File: src/mcc2d_pkg.sv
// shared types and constants for the replicate-pad convolution layer
package mcc2d_pkg;

  typedef enum logic [1:0] {
    CMD_LOAD_FEAT = 2'd0,
    CMD_LOAD_WGT  = 2'd1,
    CMD_LOAD_BIAS = 2'd2,
    CMD_COMPUTE   = 2'd3
  } cmd_t;

  localparam logic [1:0] STATUS_OK  = 2'd0;
  localparam logic [1:0] STATUS_SAT = 2'd1;
  localparam logic [1:0] STATUS_IDX = 2'd2;

  // wide enough for the exact sum at the largest channel count and kernel
  localparam int ACC_W = 48;

  typedef struct packed {
    logic [1:0]         command;
    logic [5:0]         in_channel;
    logic [5:0]         out_channel;
    logic [7:0]         row;
    logic [7:0]         col;
    logic [3:0]         tap_row;
    logic [3:0]         tap_col;
    logic signed [15:0] value;
  } in_word_t;

  typedef struct packed {
    logic signed [15:0] out_value;
    logic [5:0]         out_channel_id;
    logic [7:0]         out_row;
    logic [7:0]         out_col;
    logic [1:0]         status;
  } out_word_t;

  // controller to datapath
  typedef struct packed {
    logic clear;     // zero accumulator, latch pixel
    logic issue;     // present a read at the current tap
    logic step;      // advance tap / channel counters
    logic mac;       // accumulate last product
    logic add_bias;  // fold bias into sum
    logic finish;    // build result word
  } dp_cmd_t;

  // datapath to controller
  typedef struct packed {
    logic last_tap;
  } dp_sts_t;

endpackage

File: src/mcc2d_ctrl.sv
// controller state machine for one compute command
module mcc2d_ctrl (
  input  logic                clk,
  input  logic                rst_n,
  input  logic                start,
  input  logic                out_taken,
  input  mcc2d_pkg::dp_sts_t  sts,
  output mcc2d_pkg::dp_cmd_t  cmd,
  output logic                busy,
  output logic                out_valid
);
  typedef enum logic [6:0] {
    S_IDLE = 7'b0000001,
    S_RUN  = 7'b0000010,
    S_DR1  = 7'b0000100,
    S_DR2  = 7'b0001000,
    S_BIAS = 7'b0010000,
    S_FIN  = 7'b0100000,
    S_OUT  = 7'b1000000
  } state_t;

  state_t state_r, state_nxt;
  // products arrive in a pipeline behind the issues
  logic issue_d1_r, issue_d2_r;

  always_comb begin
    state_nxt = state_r;
    cmd = '0;
    unique case (state_r)
      S_IDLE: begin
        if (start) begin
          cmd.clear = 1'b1;
          state_nxt = S_RUN;
        end
      end
      S_RUN: begin
        // read issued this cycle; data passes the RAM output and the product register before it is accumulated
        cmd.issue = 1'b1;
        cmd.step = 1'b1;
        if (sts.last_tap) begin
          state_nxt = S_DR1;
        end
      end
      S_DR1: state_nxt = S_DR2;
      S_DR2: state_nxt = S_BIAS;
      S_BIAS: begin
        cmd.add_bias = 1'b1;
        state_nxt = S_FIN;
      end
      S_FIN: begin
        cmd.finish = 1'b1;
        state_nxt = S_OUT;
      end
      S_OUT: begin
        if (out_taken) begin
          state_nxt = S_IDLE;
        end
      end
      default: state_nxt = S_IDLE;
    endcase
    cmd.mac = issue_d2_r;
  end

  always_ff @(posedge clk) begin
    if (!rst_n) begin
      state_r    <= S_IDLE;
      issue_d1_r <= 1'b0;
      issue_d2_r <= 1'b0;
    end else begin
      state_r    <= state_nxt;
      issue_d1_r <= cmd.issue;
      issue_d2_r <= issue_d1_r;
    end
  end

  assign busy      = (state_r != S_IDLE);
  assign out_valid = (state_r == S_OUT);
endmodule

File: config.mk
export PLATFORM = sky130hd
export DESIGN_NAME = mcc2d_ctrl
export DESIGN_NICKNAME = d
export VERILOG_FILES = /design/src/mcc2d_pkg.sv /design/src/mcc2d_ctrl.sv
export SDC_FILE = /design/constraint.sdc
export NUM_CORES = 1
export LEC_CHECK = 0
export ABC_CLOCK_PERIOD_IN_PS = 1600
export BUFFER_PORTS_ARGS = -buffer_cell sky130_fd_sc_hd__buf_2
export CAP_MARGIN = 20
export CORE_AREA = 2 2 39 41
export CTS_CLUSTER_DIAMETER = 60
export DETAILED_ROUTE_END_ITERATION = 10
export DIE_AREA = 0 0 41 43
export GPL_TIMING_DRIVEN = 0
export PLACE_DENSITY = 0.62
export SLEW_MARGIN = 5
export SYNTH_ARGS = -nofsm -noshare
export SYNTH_HDL_FRONTEND = slang
export SYNTH_SLANG_ARGS = --single-unit
export TNS_END_PERCENT = 1
File: constraint.sdc
create_clock -name clk -period 1.6 [get_ports clk]
set_input_delay 0.24 -clock clk [delete_from_list [all_inputs] [get_ports clk]]
set_output_delay 0.24 -clock clk [all_outputs]
set_load 0.05 [all_outputs]
==> flow_summary.toml, run 1 <==
[run_status]
outcome = "finished with violations"
violations = "setup timing"

[placed_design]
place_ws_ns = -0.126
io_buffers = 12
dpl.hpwl_um = 752
finalWeightedCongestion = 0.668

[clock_network]
clockBufferDepth = 2
cts.sinks = 9
cts.reportedPaths.clkPinSlew_ns = 0.06
numCtsBuffers = 3
cts_tree = "done"
h-tree-depth = 1
clk_latency_ns = 0.26
root_buffer = "clkbuf_4"

[worst_setup_path]
crit_type = "flop to output pin"
worstPathRequired_ns = 1.36
regToRegStartpoint = "state_r[2]$_SDFFE_PN0P_"
worstPathArrival_ns = 1.41
timing.critical_path.from = "state_r[3]$_SDFFE_PN0P_"
cp_max_fo = 7
cp-start-kind = "flop"
end_kind = "output pin"

[synthesis]
netlist-cell-type-count = 29
synth_ff_type = "dfxtp_1"
async_flop_share_pct = 0
syn_area_per_cell_um2 = 9.58
synth_edf_count = 0
synth_warnings = 0
yosysSeqAreaShare_pct = 36.2
synth_area_um2 = 498
synth_area_leader_cell = "dfxtp_1"
synth_cells = 52
synth_fp_nets = 57
netlist.area_leader.share_pct = 36.2
synth_seq_cells = 9
yosys-top-cells-area = "dfxtp_1, a41oi_4, a21boi_4"

[sta]
finalHoldViolations = 0
finClkSkew_ns = 0.00533
max_slew_margin_pct = 83.2
setup_slack_ns = -0.0500
fin_crit_ns = 1.65
max_freq_mhz = 606
finalCritPeriodShare_pct = 103
whs_ns = 0.197
slew_violations = 0
finalSetupViolCount = 5
grt_setup_unrepaired = "yes"
worst_pin_slew_ns = 0.252
fin_setup_tns_ns = -0.160

[finish]
fillCellCount = 127
layout_commonest_cell = "buf_4"
diodes = 0
drive_gt1_share_pct = 63.2
final_nets = 82
multiInputGateArea_um2 = 363
most-common-layout-cells = "buf_4, buf_2, dfxtp_1, buf_6"
area_growth_pct = 62.3
fin_util_pct = 58.4
seq_area_um2 = 190

[routing]
final_antenna_net_count = 0
dr.pass1.iters = 4
vias = 465
drt_iter0_drc = 12
wl_per_cell_um = 12.3
drt_wl_total_mm = 1.13
via_per_inst = 5.05
drc = 0

[pwr]
clockPowerShare_pct = 26.3
pwr-share-comb_pct = 36.4
internal_power_mw = 0.427
swShare_pct = 36.8
power_switching_mw = 0.249
p_leak_nw = 0.343
irDropWorstVdd_v = 0.000587
p_total_mw = 0.676
power.share.sequential_pct = 37.3
power_density_nw_per_um2 = 836

[min_path]
min_from = "rst_n"
hold_class = "input port to flop"

[floorplanning]
start_util_pct = 36.0
num_rows = 14
io-pin-count = 13
die_w_um = 41
fp.coreArea_um2 = 1380
die_height_um = 43
design.die.area_um2 = 1760

[run]
cap_violations = 0

[grt]
grt_pass1_vias = 488
grt_pass1_wl_mm = 1.98
grt_max_degree = 8
grt_usage_pct = 16.9
antenna_found_initial = 0
grt-ovfl-total = 0
flip-flops by register name, indices dropped and copies added, names as in the netlist:
register,count
issue_d1_r,1
state_r,7
issue_d2_r,1
power groups by stage:
stage / Sequential [mW] / Clock, mW / Combinational (mW)
4_1_cts: 0.250 / 0.180 / 0.243
3_3_place_gp: 0.251 / 0 / 0.205
3_5_place_dp: 0.251 / 0 / 0.205
2_1_floorplan: 0.249 / 0 / 0.171
5_1_grt: 0.254 / 0.195 / 0.264
6_report: 0.252 / 0.178 / 0.246
per-stage QoR:
step           cells  area (µm²)
2_1_floorplan     52         542
3_3_place_gp      80         622
3_5_place_dp      80         622
4_1_cts           92         793
5_1_grt           92         808
6_report          92         808
repair_timing:
action / in CTS / in global routing
resized for setup: 24 / 3
pin swaps: 5 / 1
hold buffers: 0 / 0
setup endpoints to repair: 7 / 8
buffers inserted: 8 / 0
cell usage after synthesis (2+ instances only):
master,instances
nand2_1,5
nor3_1,2
inv_1,4
nor2_1,5
nor2b_1,2
dfxtp_1,9
o21ai_0,2
buf_4,2
critical path: stages (launching register included):
cell,delay [ns]
dfxtp_4,0.35
nor3_4,0.21
buf_12,0.15
nand4b_1,0.16
inv_1,0.11
buf_6,0.16
worst paths after layout:
| kind | endpoint | slack [ns] | cells past startpoint |
|---|---|---|---|
| max | cmd[0] | -0.05 | 5 |
| min | issue_d2_r$_SDFF_PN0_ | 0.20 | 2 |
| max reg2reg | state_r[4]$_SDFFE_PN0P_ | 0.13 | 6 |
| min reg2reg | issue_d2_r$_SDFF_PN0_ | 0.43 | 1 |
layout make-up:
cell class	instances	area share (%)
Timing Repair Buffer	20	21.5
Multi-Input combinational cell	36	44.9
Inverter	5	2.48
Tap cell	16	2.48
Buffer	2	1.86
Sequential cell	9	23.5
Clock buffer	4	3.25
cells by family (layout without fill, tap and decap cells):
kind of cell | Yosys count | count (layout) | share of synthesized area, %
simple gates | 27 | 27 | 36.4
xor+xnor | 1 | 1 | 1.76
buf+inv | 7 | 31 | 6.78
compound gates | 8 | 8 | 18.8
flops | 9 | 9 | 36.2
per-layer routing:
layer	GRT usage (%)	routed length, µm	up-vias
met3	3.66	56	4
li1	-	-	228
met2	26.9	558	15
met4	12.0	37	0
met1	18.5	476	218
met5	0	0	-
Power figures use the tool's default switching activity.
==> inputs of run 2 (changes only) <==
--- a/config.mk
+++ b/config.mk
@@ -8,12 +8,12 @@
 export ABC_CLOCK_PERIOD_IN_PS = 1600
 export BUFFER_PORTS_ARGS = -buffer_cell sky130_fd_sc_hd__buf_2
 export CAP_MARGIN = 20
-export CORE_AREA = 2 2 39 41
+export CORE_AREA = 8 8 45 47
 export CTS_CLUSTER_DIAMETER = 60
 export DETAILED_ROUTE_END_ITERATION = 10
-export DIE_AREA = 0 0 41 43
+export DIE_AREA = 0 0 53 55
 export GPL_TIMING_DRIVEN = 0
-export PLACE_DENSITY = 0.62
+export PLACE_DENSITY_LB_ADDON = 0.12
 export SLEW_MARGIN = 5
 export SYNTH_ARGS = -nofsm -noshare
 export SYNTH_HDL_FRONTEND = slang
==> run 2 against run 1 <==
  * The flow still finishes with violations (setup timing)
  * First-iteration DRC count fell by 83%
  * Non-clock buffer count stayed put
  * Sequential power hardly changed
  * Sequential share of layout area rose by 0.31 points
  * Via count fell by 4.3%
  * Critical path type unchanged
  * Critical endpoint is now out_valid
==> flow_summary.toml, run 2 (synthesis gave the netlist of run 1 again) <==
[sta]
finClkSkew_ns = 0.00370
finalHoldViolations = 0
max_freq_mhz = 618
slew_violations = 0
finalCritPeriodShare_pct = 101
grt_setup_unrepaired = "yes"
whs_ns = 0.203
fin_crit_ns = 1.62
fin_setup_tns_ns = -0.0177
finalSetupViolCount = 1
worst_pin_slew_ns = 0.249
max_slew_margin_pct = 83.3
setup_slack_ns = -0.0177

[floorplanning]
die_height_um = 55
io-pin-count = 13
design.die.area_um2 = 2920
die_w_um = 53
start_util_pct = 36.0
num_rows = 14
fp.coreArea_um2 = 1380

[grt]
grt-ovfl-total = 0
use_met1_pct = 8.73
grt_usage_pct = 8.66
grt_max_degree = 7
grt_pass1_vias = 420
grtUsageMet3_pct = 3.21
grt_pass1_wl_mm = 1.80
antenna_found_initial = 0
met2_usage_pct = 14.5
grt_busiest_layer = "met2"

[pwr]
p_leak_nw = 0.348
irDropWorstVdd_v = 0.000431
power_density_nw_per_um2 = 844

[worst_setup_path]
worst_path_largest_cell_delay_ns = 0.35
crit_chain = "nor3_4 -> buf_12 -> nand2_2 -> nor3b_4 -> buf_6"
crit-reg2reg-capture = "state_r[4]$_SDFFE_PN0P_"
rr_worst_depth = 6
crit_type = "flop to output pin"
worstPathArrival_ns = 1.38
reg2reg_slack_ns = 0.14
regToRegStartpoint = "state_r[2]$_SDFFE_PN0P_"
crit_buf_inv = 2
cp-start-kind = "flop"
crit_family = "simple AND/OR/NAND/NOR gates"
worstPathRequired_ns = 1.36
cp_max_fo = 6
end_kind = "output pin"
timing.critical_path.slowest_stage_cell = "dfxtp_4"

[clock_network]
cts_tree = "done"
clk_latency_ns = 0.27
clockBufferDepth = 2
h-tree-depth = 1
cts.sinks = 9
cts.reportedPaths.clkPinSlew_ns = 0.06
numCtsBuffers = 3
root_buffer = "clkbuf_4"
cts_hold_buf = 0

[run_status]
violations = "setup timing"
outcome = "finished with violations"

[finish]
layout_commonest_cell = "buf_4"
fillCellCount = 118
stdcell_count = 92
largest_reg_flops = 7
reg_top3 = "state_r (7), issue_d1_r (1), issue_d2_r (1)"
drive_gt1_share_pct = 64.5
final_nets = 82
most-common-layout-cells = "buf_4, buf_2"
largest-register = "state_r"
area_growth_pct = 62.3
diodes = 0

[min_path]
hold_class = "input port to flop"
hold_path_end = "issue_d2_r$_SDFF_PN0_"
min_from = "rst_n"
hold_depth = 2

[placed_design]
dpl.hpwl_um = 779
io_buffers = 12
finalWeightedCongestion = 0.632
dpl.cell_count = 80

[routing]
drt_iter0_drc = 2
dr.pass1.iters = 2
via_per_inst = 4.84
vias = 445
wl_per_cell_um = 12.3
final_antenna_net_count = 0
drt_wl_total_mm = 1.13
drc = 0

[run]
cap_violations = 0
run 2: cell counts in the layout (fill, tap and decap cells not counted):
No cell type changed its count.
run 2: worst max path at each step:
stage,from,to,cells after the start
finish,state_r[3]$_SDFFE_PN0P_,out_valid,5
floorplan,state_r[6]$_SDFFE_PN0P_,state_r[5]$_SDFFE_PN0P_,4
CTS,state_r[4]$_SDFFE_PN0P_,cmd[4],6
detailed placement,state_r[2]$_SDFFE_PN0P_,out_valid,4
global route,state_r[3]$_SDFFE_PN0P_,out_valid,5
global placement,state_r[2]$_SDFFE_PN0P_,cmd[4],5
run 2: metal layers:
| metal | part of all wire [%] | vias up |
|---|---|---|
| met3 | 5.2 | 4 |
| met4 | 2.0 | 0 |
| met1 | 41 | 204 |
| met5 | 0 | - |
| met2 | 52 | 9 |
| li1 | - | 228 |
run 2: timing repair:
action | in CTS | in global routing
resized for setup | 21 | 5
setup buffers | 7 | 1
endpoints found under the setup margin | 7 | 6
pin swaps | 5 | 1
run 2: metrics by stage:
stage | util [%] | power (mW) | area [µm²] | setup slack, ns
after floorplan | - | 0.420 | 542 | -0.0872
after global placement | 44.9 | 0.457 | 622 | -0.123
after detailed placement | 44.9 | 0.456 | 622 | -0.109
after CTS | 56.5 | 0.674 | 782 | -0.0496
after global routing | 58.4 | 0.720 | 808 | -0.0707
final | 58.4 | 0.682 | 808 | -0.0177
run 2: worst register-to-register path: stages, from the launching register on:
cell,delay [ns]
dfxtp_2,0.41
nor3_4,0.06
buf_12,0.13
buf_4,0.14
a41oi_4,0.23
o211ai_2,0.14
nor4_1,0.24
run 2: area by class of cell:
type	instances	area, µm²	share of cell area [%]
Multi-Input combinational cell	36	352	43.5
Sequential cell	9	193	23.8
Timing Repair Buffer	20	183	22.6
Clock buffer	4	26.3	3.25
Inverter	5	20.0	2.48
Tap cell	16	20.0	2.48
Buffer	2	15.0	1.86
run 2: power by group:
part | total (mW) | internal [mW] | switching (mW)
Combinational | 0.247 | 0.0998 | 0.147
Sequential | 0.254 | 0.235 | 0.0186
Clock | 0.181 | 0.0964 | 0.0846
